[config.mk]
export PLATFORM = sky130hd
export DESIGN_NAME = fixed_huffman_token_packer_core
export DESIGN_NICKNAME = d
export VERILOG_FILES = /design/src/rtl/fhtp_pkg.sv /design/src/rtl/fhtp_front.sv /design/src/rtl/fhtp_queue.sv /design/src/rtl/fhtp_back.sv /design/src/rtl/fixed_huffman_token_packer_core.sv
export SDC_FILE = /design/constraint.sdc
export NUM_CORES = 1
export LEC_CHECK = 0
export BUFFER_PORTS_ARGS = -buffer_cell sky130_fd_sc_hd__buf_2
export CAP_MARGIN = 40
export CORE_MARGIN = 1
export CORE_UTILIZATION = 45
export CTS_CLUSTER_DIAMETER = 200
export CTS_CLUSTER_SIZE = 30
export DETAILED_ROUTE_END_ITERATION = 10
export GPL_ROUTABILITY_DRIVEN = 0
export PLACE_DENSITY = 0.68
export SYNTH_ARGS = -nofsm -noshare
export SYNTH_HDL_FRONTEND = slang
export SYNTH_SLANG_ARGS = --single-unit
[constraint.sdc]
create_clock -name clk -period 4.65 [get_ports clk]
set_input_delay 0.465 -clock clk [delete_from_list [all_inputs] [get_ports clk]]
set_output_delay 0.465 -clock clk [all_outputs]
set_load 0.1 [all_outputs]
[src/rtl/fhtp_pkg.sv]
`default_nettype none
// ----------------------------------------------------------------------------
// fhtp_pkg
// Shared types, token codes and fixed-Huffman tables for the token packer.
// ----------------------------------------------------------------------------
package fhtp_pkg;

    localparam logic [1:0] OP_LIT   = 2'd0;
    localparam logic [1:0] OP_MATCH = 2'd1;
    localparam logic [1:0] OP_END   = 2'd2;
    localparam logic [1:0] OP_NONE  = 2'd3;

    // Longest token: header 3 + length code 8 + extra 5 + distance code 5 + extra 13
    localparam int WORD_W  = 34;
    localparam int NBITS_W = 6;
    // Up to seven leftover bits plus one whole token
    localparam int ACC_W   = WORD_W + 7;
    localparam int ACNT_W  = 6;
    localparam int Q_DEPTH = 4;
    localparam int Q_AW    = 2;

    localparam int LEN_N  = 29;
    localparam int DIST_N = 30;

    typedef struct packed {
        logic [1:0]  op;
        logic [7:0]  literal_byte;
        logic [8:0]  match_length;
        logic [15:0] match_distance;
    } tok_t;

    typedef struct packed {
        logic [7:0] out_byte;
        logic       last_of_item;
        logic       stream_done;
    } res_t;

    // Token after classification, codes already bit-reversed for LSB-first packing
    typedef struct packed {
        logic        hdr;
        logic [8:0]  sym_rev;
        logic [3:0]  sym_n;
        logic [4:0]  lext;
        logic [2:0]  lext_n;
        logic        has_dist;
        logic [4:0]  dcode_rev;
        logic [12:0] dext;
        logic [3:0]  dext_n;
        logic        flush;
    } cls_t;

    // Queue entry: packed bit string, its length and the end-of-block mark
    typedef struct packed {
        logic [WORD_W-1:0]  bits;
        logic [NBITS_W-1:0] nbits;
        logic               flush;
    } ent_t;

    typedef struct packed {
        logic full;
        logic empty;
    } q_stat_t;

    localparam logic [8:0] LEN_BASE [LEN_N] = '{
        9'd3, 9'd4, 9'd5, 9'd6, 9'd7, 9'd8, 9'd9, 9'd10, 9'd11, 9'd13, 9'd15, 9'd17,
        9'd19, 9'd23, 9'd27, 9'd31, 9'd35, 9'd43, 9'd51, 9'd59, 9'd67, 9'd83, 9'd99,
        9'd115, 9'd131, 9'd163, 9'd195, 9'd227, 9'd258};
    localparam logic [2:0] LEN_EXTRA [LEN_N] = '{
        3'd0, 3'd0, 3'd0, 3'd0, 3'd0, 3'd0, 3'd0, 3'd0, 3'd1, 3'd1, 3'd1, 3'd1,
        3'd2, 3'd2, 3'd2, 3'd2, 3'd3, 3'd3, 3'd3, 3'd3, 3'd4, 3'd4, 3'd4, 3'd4,
        3'd5, 3'd5, 3'd5, 3'd5, 3'd0};
    localparam logic [15:0] DIST_BASE [DIST_N] = '{
        16'd1, 16'd2, 16'd3, 16'd4, 16'd5, 16'd7, 16'd9, 16'd13, 16'd17, 16'd25,
        16'd33, 16'd49, 16'd65, 16'd97, 16'd129, 16'd193, 16'd257, 16'd385,
        16'd513, 16'd769, 16'd1025, 16'd1537, 16'd2049, 16'd3073, 16'd4097,
        16'd6145, 16'd8193, 16'd12289, 16'd16385, 16'd24577};
    localparam logic [3:0] DIST_EXTRA [DIST_N] = '{
        4'd0, 4'd0, 4'd0, 4'd0, 4'd1, 4'd1, 4'd2, 4'd2, 4'd3, 4'd3, 4'd4, 4'd4,
        4'd5, 4'd5, 4'd6, 4'd6, 4'd7, 4'd7, 4'd8, 4'd8, 4'd9, 4'd9, 4'd10, 4'd10,
        4'd11, 4'd11, 4'd12, 4'd12, 4'd13, 4'd13};

    function automatic logic [8:0] rev9(input logic [8:0] v);
        logic [8:0] r;
        for (int i = 0; i < 9; i++)
        begin
            r[i] = v[8-i];
        end
        return r;
    endfunction

    function automatic logic [4:0] rev5(input logic [4:0] v);
        logic [4:0] r;
        for (int i = 0; i < 5; i++)
        begin
            r[i] = v[4-i];
        end
        return r;
    endfunction

endpackage
`default_nettype wire

[src/rtl/fhtp_front.sv]
`default_nettype none
// ----------------------------------------------------------------------------
// fhtp_front
// Accepts tokens, maps them to fixed-Huffman codes and extra bits, and packs
// each into one LSB-first bit string for the queue.
// ----------------------------------------------------------------------------
module fhtp_front
    import fhtp_pkg::*;
(
    input  wire logic clk,
    input  wire logic rst_n,
    input  wire logic tok_valid,
    output logic      tok_stall,
    input  wire tok_t tok,
    output logic      push,
    output ent_t      ent,
    input  wire logic q_full
);

    logic       cls_valid_reg, cls_valid_next;
    logic       hdr_pending_reg, hdr_pending_next;
    cls_t       cls_reg, cls_next;

    logic [8:0]  len_c;
    logic [15:0] dist_c;
    logic [4:0]  li, di;
    logic [8:0]  len_diff;
    logic [15:0] dist_diff;
    logic [7:0]  lit_lo;
    logic [8:0]  lit_code, len_code;
    logic        accept;

    logic [WORD_W-1:0]  word;
    logic [NBITS_W-1:0] pos;

    assign tok_stall = cls_valid_reg && q_full;
    assign accept    = tok_valid && !tok_stall;
    assign push      = cls_valid_reg && !q_full;

    // Classify
    always_comb
    begin
        if (tok.match_length < 9'd3)
            len_c = 9'd3;
        else if (tok.match_length > 9'd258)
            len_c = 9'd258;
        else
            len_c = tok.match_length;

        if (tok.match_distance == 16'd0)
            dist_c = 16'd1;
        else if (tok.match_distance > 16'd32768)
            dist_c = 16'd32768;
        else
            dist_c = tok.match_distance;

        li = '0;
        for (int i = 0; i < LEN_N; i++)
        begin
            if (len_c >= LEN_BASE[i])
                li = 5'(i);
        end
        di = '0;
        for (int i = 0; i < DIST_N; i++)
        begin
            if (dist_c >= DIST_BASE[i])
                di = 5'(i);
        end
        len_diff  = len_c - LEN_BASE[li];
        dist_diff = dist_c - DIST_BASE[di];

        lit_lo   = tok.literal_byte - 8'd144;
        // Left-align each code in nine bits so one reversal suits every length
        if (tok.literal_byte <= 8'd143)
            lit_code = {8'(8'h30 + tok.literal_byte), 1'b0};
        else
            lit_code = 9'h190 + {1'b0, lit_lo};
        if (li <= 5'd22)
            len_code = {7'(li + 5'd1), 2'b00};
        else
            len_code = {8'(8'hC0 + {3'b000, li} - 8'd23), 1'b0};

        cls_next           = '0;
        cls_next.hdr       = hdr_pending_reg;
        cls_next.flush     = (tok.op == OP_END);
        case (tok.op)
            OP_LIT:
            begin
                cls_next.sym_rev = rev9(lit_code);
                cls_next.sym_n   = (tok.literal_byte <= 8'd143) ? 4'd8 : 4'd9;
            end
            OP_MATCH:
            begin
                cls_next.sym_rev   = rev9(len_code);
                cls_next.sym_n     = (li <= 5'd22) ? 4'd7 : 4'd8;
                cls_next.lext      = len_diff[4:0];
                cls_next.lext_n    = LEN_EXTRA[li];
                cls_next.has_dist  = 1'b1;
                cls_next.dcode_rev = rev5(di);
                cls_next.dext      = dist_diff[12:0];
                cls_next.dext_n    = DIST_EXTRA[di];
            end
            default:
            begin
                // End of block: symbol 256 is seven zero bits
                cls_next.sym_rev = '0;
                cls_next.sym_n   = 4'd7;
            end
        endcase
    end

    always_comb
    begin
        cls_valid_next   = push ? 1'b0 : cls_valid_reg;
        hdr_pending_next = hdr_pending_reg;
        if (accept && tok.op != OP_NONE)
        begin
            cls_valid_next   = 1'b1;
            hdr_pending_next = (tok.op == OP_END);
        end
    end

    always_ff @(posedge clk or negedge rst_n)
    begin
        if (!rst_n)
        begin
            cls_valid_reg   <= 1'b0;
            hdr_pending_reg <= 1'b1;
        end
        else
        begin
            cls_valid_reg   <= cls_valid_next;
            hdr_pending_reg <= hdr_pending_next;
        end
    end

    always_ff @(posedge clk)
    begin
        if (accept && tok.op != OP_NONE)
            cls_reg <= cls_next;
    end

    // Pack: header, code, length extra, distance code, distance extra
    always_comb
    begin
        word = cls_reg.hdr ? WORD_W'(3'b011) : '0;
        pos  = cls_reg.hdr ? NBITS_W'(3) : '0;
        word = word | (WORD_W'(cls_reg.sym_rev) << pos);
        pos  = pos + NBITS_W'(cls_reg.sym_n);
        word = word | (WORD_W'(cls_reg.lext) << pos);
        pos  = pos + NBITS_W'(cls_reg.lext_n);
        if (cls_reg.has_dist)
        begin
            word = word | (WORD_W'(cls_reg.dcode_rev) << pos);
            pos  = pos + NBITS_W'(5);
            word = word | (WORD_W'(cls_reg.dext) << pos);
            pos  = pos + NBITS_W'(cls_reg.dext_n);
        end
        ent.bits  = word;
        ent.nbits = pos;
        ent.flush = cls_reg.flush;
    end

endmodule
`default_nettype wire

[src/rtl/fhtp_queue.sv]
`default_nettype none
// ----------------------------------------------------------------------------
// fhtp_queue
// Short FIFO of packed tokens between the classifier and the byte packer.
// ----------------------------------------------------------------------------
module fhtp_queue
    import fhtp_pkg::*;
(
    input  wire logic clk,
    input  wire logic rst_n,
    input  wire logic push,
    input  wire ent_t wr_ent,
    input  wire logic pop,
    output ent_t      head,
    output q_stat_t   stat
);

    ent_t              q_mem [Q_DEPTH];
    logic [Q_AW-1:0]   wr_ptr_reg, wr_ptr_next;
    logic [Q_AW-1:0]   rd_ptr_reg, rd_ptr_next;
    logic [Q_AW:0]     cnt_reg, cnt_next;
    logic              do_push, do_pop;

    assign stat.full  = (cnt_reg == (Q_AW+1)'(Q_DEPTH));
    assign stat.empty = (cnt_reg == '0);
    assign do_push    = push && !stat.full;
    assign do_pop     = pop && !stat.empty;
    assign head       = q_mem[rd_ptr_reg];

    always_comb
    begin
        wr_ptr_next = do_push ? wr_ptr_reg + 1'b1 : wr_ptr_reg;
        rd_ptr_next = do_pop ? rd_ptr_reg + 1'b1 : rd_ptr_reg;
        cnt_next    = cnt_reg;
        if (do_push && !do_pop)
            cnt_next = cnt_reg + 1'b1;
        else if (do_pop && !do_push)
            cnt_next = cnt_reg - 1'b1;
    end

    always_ff @(posedge clk or negedge rst_n)
    begin
        if (!rst_n)
        begin
            wr_ptr_reg <= '0;
            rd_ptr_reg <= '0;
            cnt_reg    <= '0;
        end
        else
        begin
            wr_ptr_reg <= wr_ptr_next;
            rd_ptr_reg <= rd_ptr_next;
            cnt_reg    <= cnt_next;
        end
    end

    always_ff @(posedge clk)
    begin
        if (do_push)
            q_mem[wr_ptr_reg] <= wr_ent;
    end

endmodule
`default_nettype wire

[src/rtl/fhtp_back.sv]
`default_nettype none
// ----------------------------------------------------------------------------
// fhtp_back
// Bit accumulator: loads packed tokens and sends one byte per cycle while res_stall
// is low, padding and flushing the partial byte at end of block.
// ----------------------------------------------------------------------------
module fhtp_back
    import fhtp_pkg::*;
(
    input  wire logic    clk,
    input  wire logic    rst_n,
    input  wire ent_t    head,
    input  wire q_stat_t stat,
    output logic         pop,
    output logic         res_valid,
    input  wire logic    res_stall,
    output res_t         res
);

    logic [ACC_W-1:0]  acc_reg, acc_next;
    logic [ACNT_W-1:0] cnt_reg, cnt_next;
    logic              flush_reg, flush_next;
    logic              res_valid_reg, res_valid_next;
    res_t              res_reg, res_next;

    logic              cnt_ge8, pad, have_byte, out_free, emit;
    logic [ACNT_W-1:0] rem;

    assign cnt_ge8   = (cnt_reg >= ACNT_W'(8));
    assign pad       = flush_reg && (cnt_reg != '0) && !cnt_ge8;
    assign have_byte = cnt_ge8 || pad;
    assign out_free  = !res_valid_reg || !res_stall;
    assign emit      = have_byte && out_free;
    assign pop       = !have_byte && !stat.empty;
    assign rem       = cnt_ge8 ? cnt_reg - ACNT_W'(8) : '0;

    assign res_valid = res_valid_reg;
    assign res       = res_reg;

    always_comb
    begin
        acc_next       = acc_reg;
        cnt_next       = cnt_reg;
        flush_next     = flush_reg;
        res_valid_next = res_valid_reg && res_stall;
        res_next       = res_reg;
        if (emit)
        begin
            // Bits above the count are always zero, so the pad byte comes for free
            acc_next                = acc_reg >> 8;
            cnt_next                = rem;
            res_valid_next          = 1'b1;
            res_next.out_byte       = acc_reg[7:0];
            res_next.last_of_item   = (rem < ACNT_W'(8)) && !(flush_reg && rem != '0);
            res_next.stream_done    = res_next.last_of_item && flush_reg;
        end
        else if (pop)
        begin
            acc_next   = acc_reg | (ACC_W'(head.bits) << cnt_reg[2:0]);
            cnt_next   = cnt_reg + ACNT_W'(head.nbits);
            flush_next = head.flush;
        end
    end

    always_ff @(posedge clk or negedge rst_n)
    begin
        if (!rst_n)
        begin
            acc_reg       <= '0;
            cnt_reg       <= '0;
            flush_reg     <= 1'b0;
            res_valid_reg <= 1'b0;
        end
        else
        begin
            acc_reg       <= acc_next;
            cnt_reg       <= cnt_next;
            flush_reg     <= flush_next;
            res_valid_reg <= res_valid_next;
        end
    end

    always_ff @(posedge clk)
    begin
        res_reg <= res_next;
    end

endmodule
`default_nettype wire

[src/rtl/fixed_huffman_token_packer_core.sv]
`default_nettype none
// ----------------------------------------------------------------------------
// fixed_huffman_token_packer_core
// Fixed-Huffman DEFLATE block encoder: literal, match and end tokens in,
// LSB-first packed stream bytes out.
// ----------------------------------------------------------------------------
// Tokens are taken one per cycle, unless the queue is full and tok_stall holds
// them, into a classifier stage and a four-entry queue, so the input keeps
// moving while bytes drain. The byte packer loads a token and then sends each
// byte that it completes, and loads the next token only when it has no byte
// left to send. Op 3 is accepted and dropped. The header is inserted before
// the first token after reset or after an end token; an end token pads and
// flushes the last byte and marks it with stream_done.
module fixed_huffman_token_packer_core
    import fhtp_pkg::*;
(
    input  wire logic clk,
    input  wire logic rst_n,
    input  wire logic tok_valid,
    output logic      tok_stall,
    input  wire tok_t tok,
    output logic      res_valid,
    input  wire logic res_stall,
    output res_t      res
);

    logic    push, pop;
    ent_t    wr_ent, head;
    q_stat_t stat;

    fhtp_front u_front
    (
        .clk       (clk),
        .rst_n     (rst_n),
        .tok_valid (tok_valid),
        .tok_stall (tok_stall),
        .tok       (tok),
        .push      (push),
        .ent       (wr_ent),
        .q_full    (stat.full)
    );

    fhtp_queue u_queue
    (
        .clk    (clk),
        .rst_n  (rst_n),
        .push   (push),
        .wr_ent (wr_ent),
        .pop    (pop),
        .head   (head),
        .stat   (stat)
    );

    fhtp_back u_back
    (
        .clk       (clk),
        .rst_n     (rst_n),
        .head      (head),
        .stat      (stat),
        .pop       (pop),
        .res_valid (res_valid),
        .res_stall (res_stall),
        .res       (res)
    );

`ifndef ASSERT_OFF
    a_done_is_last: assert property (@(posedge clk) disable iff (!rst_n)
        res_valid && res.stream_done |-> res.last_of_item)
        else $error("stream_done without last_of_item");

    a_q_stat: assert property (@(posedge clk) disable iff (!rst_n)
        !(stat.full && stat.empty))
        else $error("queue full and empty together");

    a_stall_cause: assert property (@(posedge clk) disable iff (!rst_n)
        tok_stall |-> stat.full)
        else $error("input stalled with queue room");

    a_pop_nonempty: assert property (@(posedge clk) disable iff (!rst_n)
        pop |-> !stat.empty)
        else $error("pop from empty queue");
`endif

endmodule
`default_nettype wire
==> summary.json <==
{
  "synth": {
    "post_synth.cell_area_avg_sq_um": 10.4,
    "syn-instance-count": 1639,
    "synth_seq_cells": 277,
    "synthesis.area_sq_mm": 0.0170,
    "synth.yosys.seq_area_share": 0.471,
    "synth_async_sr_flop_share": 0.209,
    "synth_common_cells": "sky130_fd_sc_hd__edfxtp_1 (219), sky130_fd_sc_hd__nand2_1 (219), sky130_fd_sc_hd__nor2_1 (157), sky130_fd_sc_hd__a21oi_1 (145), sky130_fd_sc_hd__mux2i_1 (88)",
    "ys.flop_type": "sky130_fd_sc_hd__edfxtp_1",
    "synthDominantCellAreaShare": 0.386,
    "leading_post_synthesis_cells_by_cell_area": "sky130_fd_sc_hd__edfxtp_1 (39%), sky130_fd_sc_hd__dfrtp_1 (8.4%), sky130_fd_sc_hd__mux4_2 (5.9%)",
    "synthDistinctLibCells": 87,
    "synthesis.yosys.warnings": 0,
    "post_synth_edffs": 219,
    "synth_top_cell_by_area": "sky130_fd_sc_hd__edfxtp_1",
    "syn_nets": 1740
  },
  "grt": {
    "grt_usage": 0.210,
    "global_route_wire_length_before_repair_um": 65800,
    "maximum_number_of_pins_on_one_net_before_global_route_repair": 60,
    "first_global_vias": 12900,
    "grt_antenna_before_repair": 0,
    "globalRoute.totalOverflow": 0
  },
  "pwr": {
    "p_int_mw": 6.64,
    "power.leakage_nw": 7.34,
    "irDropWorstVdd_uv": 376,
    "power_density_mw_per_mm2": 613,
    "pwr-share-clk": 0.111,
    "sequentialPowerShare": 0.334,
    "switchingPower_mw": 5.23,
    "switching_share": 0.441,
    "power_frac_comb": 0.556
  },
  "critical_path": {
    "crit_path_dat_ns": 4.78,
    "cp_max_fo": 3,
    "critical_path.endpoint_type": "flop",
    "crit_path_start_kind": "input pin",
    "reg2reg_depth": 13,
    "required_ns": 4.92,
    "worst-setup-path-type": "in2reg"
  },
  "floorplan": {
    "effective_utilization_at_floorplan": 0.461,
    "die_h_um": 197,
    "rows": 70,
    "design.core.area_sq_mm": 0.0370,
    "chipWidth_um": 197,
    "fp.dieArea_sq_mm": 0.0386,
    "top_level_ports": 51
  },
  "route": {
    "remaining_drc_errors": 0,
    "vias": 13200,
    "drt_iter0_markers": 851,
    "drt-vias-per-instance": 5.79,
    "postRouteAntennaNets": 0,
    "detail_route.wl_per_cell_um": 17.7,
    "detail_route.first_pass.iterations": 7,
    "wirelength_um": 40300
  },
  "finish": {
    "number_of_antenna_diodes": 0,
    "fillCellCount": 3302,
    "layout-area-overhead-vs-synth_pct": 13.7,
    "finalNetCount": 1866,
    "post_route_cells_drive_above_1_share": 0.199,
    "final_cell_count_no_fill": 2275,
    "largest_reg_flops": 164
  },
  "sta": {
    "worst_hold_slack_ns": 0.231,
    "setup_viol": 0,
    "timing.final.crit_period_ns": 4.51,
    "worst_slew_margin_rel": 0.545,
    "final_max_slew_viol_count": 0,
    "setup_repair_after_global_routing_missed_its_margin": "true",
    "max_freq_ghz": 0.222,
    "max_slew.worst_pin.slew_ns": 0.675,
    "final-hold-violation-count": 0,
    "final.setup_skew_ns": 0.0335,
    "post-route-period-util": 0.970
  },
  "placement": {
    "number_of_buffer_cells_added_on_primary_ports": 50,
    "dpl.hpwl_um": 29900,
    "dpl.cell_count": 2251
  },
  "clock_tree": {
    "tritoncts": "built",
    "root_buffer": "sky130_fd_sc_hd__clkbuf_16",
    "tritoncts_num_sinks": 277,
    "clock_tree.buffer_depth": 3,
    "clk_pin_slew_worst_paths_ns": 0.12,
    "clock_latency_ns": 0.51,
    "clock_tree.htree_level_count": 1,
    "tritoncts.num_buffers": 13
  },
  "job": {
    "drv.max_cap_violation_count": 0
  },
  "min_path": {
    "min-delay-path-class": "in2reg",
    "min_path_cells": 3
  },
  "status": {
    "outcome": "complete, no violations"
  }
}
==> path summary, 6_finish.rpt <==
path | start | to | slack (ns)
min | res_stall | u_back.cnt_reg[3]$_DFFE_PN0P_ | 0.23
max in group asynchronous | rst_n | u_queue.wr_ptr_reg[0]$_DFFE_PN0P_ | 3.34
max reg2reg | u_front.cls_reg[45]$_DFFE_PP_ | u_queue.q_mem[0][34]$_DFFE_PP_ | 0.23
max | tok[11] | u_front.cls_reg[16]$_SDFFCE_PN0P_ | 0.14
min reg2reg | u_back.acc_reg[1]$_DFFE_PN0P_ | u_back.res[3]$_DFFE_PP_ | 0.46
min in group asynchronous | rst_n | u_back.cnt_reg[3]$_DFFE_PN0P_ | 0.37
==> cell type report <==
class                   instances  area, sq um  share of cell area
inverters                      52          200              0.0103
repair buffers                209         1480              0.0761
flip-flops and latches        277         8030               0.415
well taps                     504          631              0.0325
multi-input cells            1212         8650               0.447
clock inverters                 1         30.0             0.00155
clock buffers                  20          352              0.0181
==> cell families after synthesis <==
family,Yosys count,synth area share
xor+xnor,49,0.0252
flops,277,0.471
simple gates,551,0.150
fa+ha+maj,62,0.0486
buf+inv,150,0.0339
compound gates,406,0.153
mux,144,0.118
==> power groups by stage <==
stage	clock network [mW]	logic, mW	registers [mW]
after floorplan	0	4.58	4.18
after global placement	0	6.31	4.01
after detailed placement	0	6.47	4.02
after CTS	1.34	6.50	3.97
after global routing	1.41	7.24	4.03
final	1.31	6.60	3.96
==> what timing repair did <==
item	4_1_cts	5_1_grt
buffers inserted	0	2
endpoints found under the hold margin	11	0
resized for setup	0	32
hold buffers	1	0
setup endpoints to repair	0	110
==> metal layers <==
layer / GRT usage / part of all wire
met2: 0.359 / 0.48
met4: 0.0706 / 0.035
met5: 0 / 0
met3: 0.0202 / 0.050
met1: 0.279 / 0.44
==> worst max-delay path, stage by stage <==
cell and delay [ns]:
sky130_fd_sc_hd__buf_2 0.10, sky130_fd_sc_hd__or4_4 0.55, sky130_fd_sc_hd__or4_4 0.58, sky130_fd_sc_hd__o31a_1 0.29
sky130_fd_sc_hd__o31ai_4 0.19, sky130_fd_sc_hd__and3_4 0.22, sky130_fd_sc_hd__nand2b_4 0.14, sky130_fd_sc_hd__ha_4 0.19
sky130_fd_sc_hd__o21ai_2 0.10, sky130_fd_sc_hd__nand2_1 0.08, sky130_fd_sc_hd__ha_1 0.27, sky130_fd_sc_hd__nor2b_1 0.14
sky130_fd_sc_hd__o21ai_2 0.17, sky130_fd_sc_hd__a21boi_2 0.09, sky130_fd_sc_hd__o21ai_2 0.14, sky130_fd_sc_hd__nand2b_1 0.12
sky130_fd_sc_hd__a2111oi_4 0.42, sky130_fd_sc_hd__nor4_4 0.10, sky130_fd_sc_hd__a31oi_1 0.20, sky130_fd_sc_hd__xor2_1 0.16
sky130_fd_sc_hd__nor2_1 0.05
==> layout by cell type, fill, tap and decap left out, types with 8 or more instances in the layout <==
| master | n |
|---|---|
| sky130_fd_sc_hd__dfrtp_1 | 54 |
| sky130_fd_sc_hd__nand3_1 | 19 |
| sky130_fd_sc_hd__nor2_1 | 157 |
| sky130_fd_sc_hd__inv_1 | 47 |
| sky130_fd_sc_hd__clkbuf_16 | 13 |
| sky130_fd_sc_hd__mux2_2 | 11 |
| sky130_fd_sc_hd__a31oi_1 | 13 |
| sky130_fd_sc_hd__xor2_1 | 14 |
| sky130_fd_sc_hd__nor3_1 | 30 |
| sky130_fd_sc_hd__a21o_1 | 17 |
| sky130_fd_sc_hd__edfxtp_1 | 219 |
| sky130_fd_sc_hd__mux4_2 | 45 |
| sky130_fd_sc_hd__buf_4 | 155 |
| sky130_fd_sc_hd__nor2b_1 | 24 |
| sky130_fd_sc_hd__mux2i_1 | 88 |
| sky130_fd_sc_hd__o221ai_1 | 8 |
| sky130_fd_sc_hd__nand2_1 | 218 |
| sky130_fd_sc_hd__and2_1 | 11 |
| sky130_fd_sc_hd__xnor2_1 | 34 |
| sky130_fd_sc_hd__or3_1 | 10 |
| sky130_fd_sc_hd__o21ai_0 | 75 |
| sky130_fd_sc_hd__a211oi_1 | 10 |
| sky130_fd_sc_hd__o31ai_1 | 8 |
| sky130_fd_sc_hd__buf_2 | 50 |
| sky130_fd_sc_hd__o22ai_1 | 25 |
| sky130_fd_sc_hd__a21oi_1 | 138 |
| sky130_fd_sc_hd__ha_1 | 51 |
| sky130_fd_sc_hd__nand2b_1 | 12 |
==> per-stage QoR <==
stage                     setup slack [ns]  total power, mW  area (sq um)  TNS [ns]  utilization
after CTS                           0.0565             11.8         19200         0        0.521
after global routing                -0.111             12.7         19400    -0.356        0.524
final                                0.141             11.9         19400         0        0.524
after floorplan                     -0.208             8.76         17200    -0.920            -
after global placement              -0.419             10.3         18800     -2.59        0.510
after detailed placement            -0.467             10.5         18900     -3.23        0.510
Note: power is estimated with default switching activity, not from simulation.
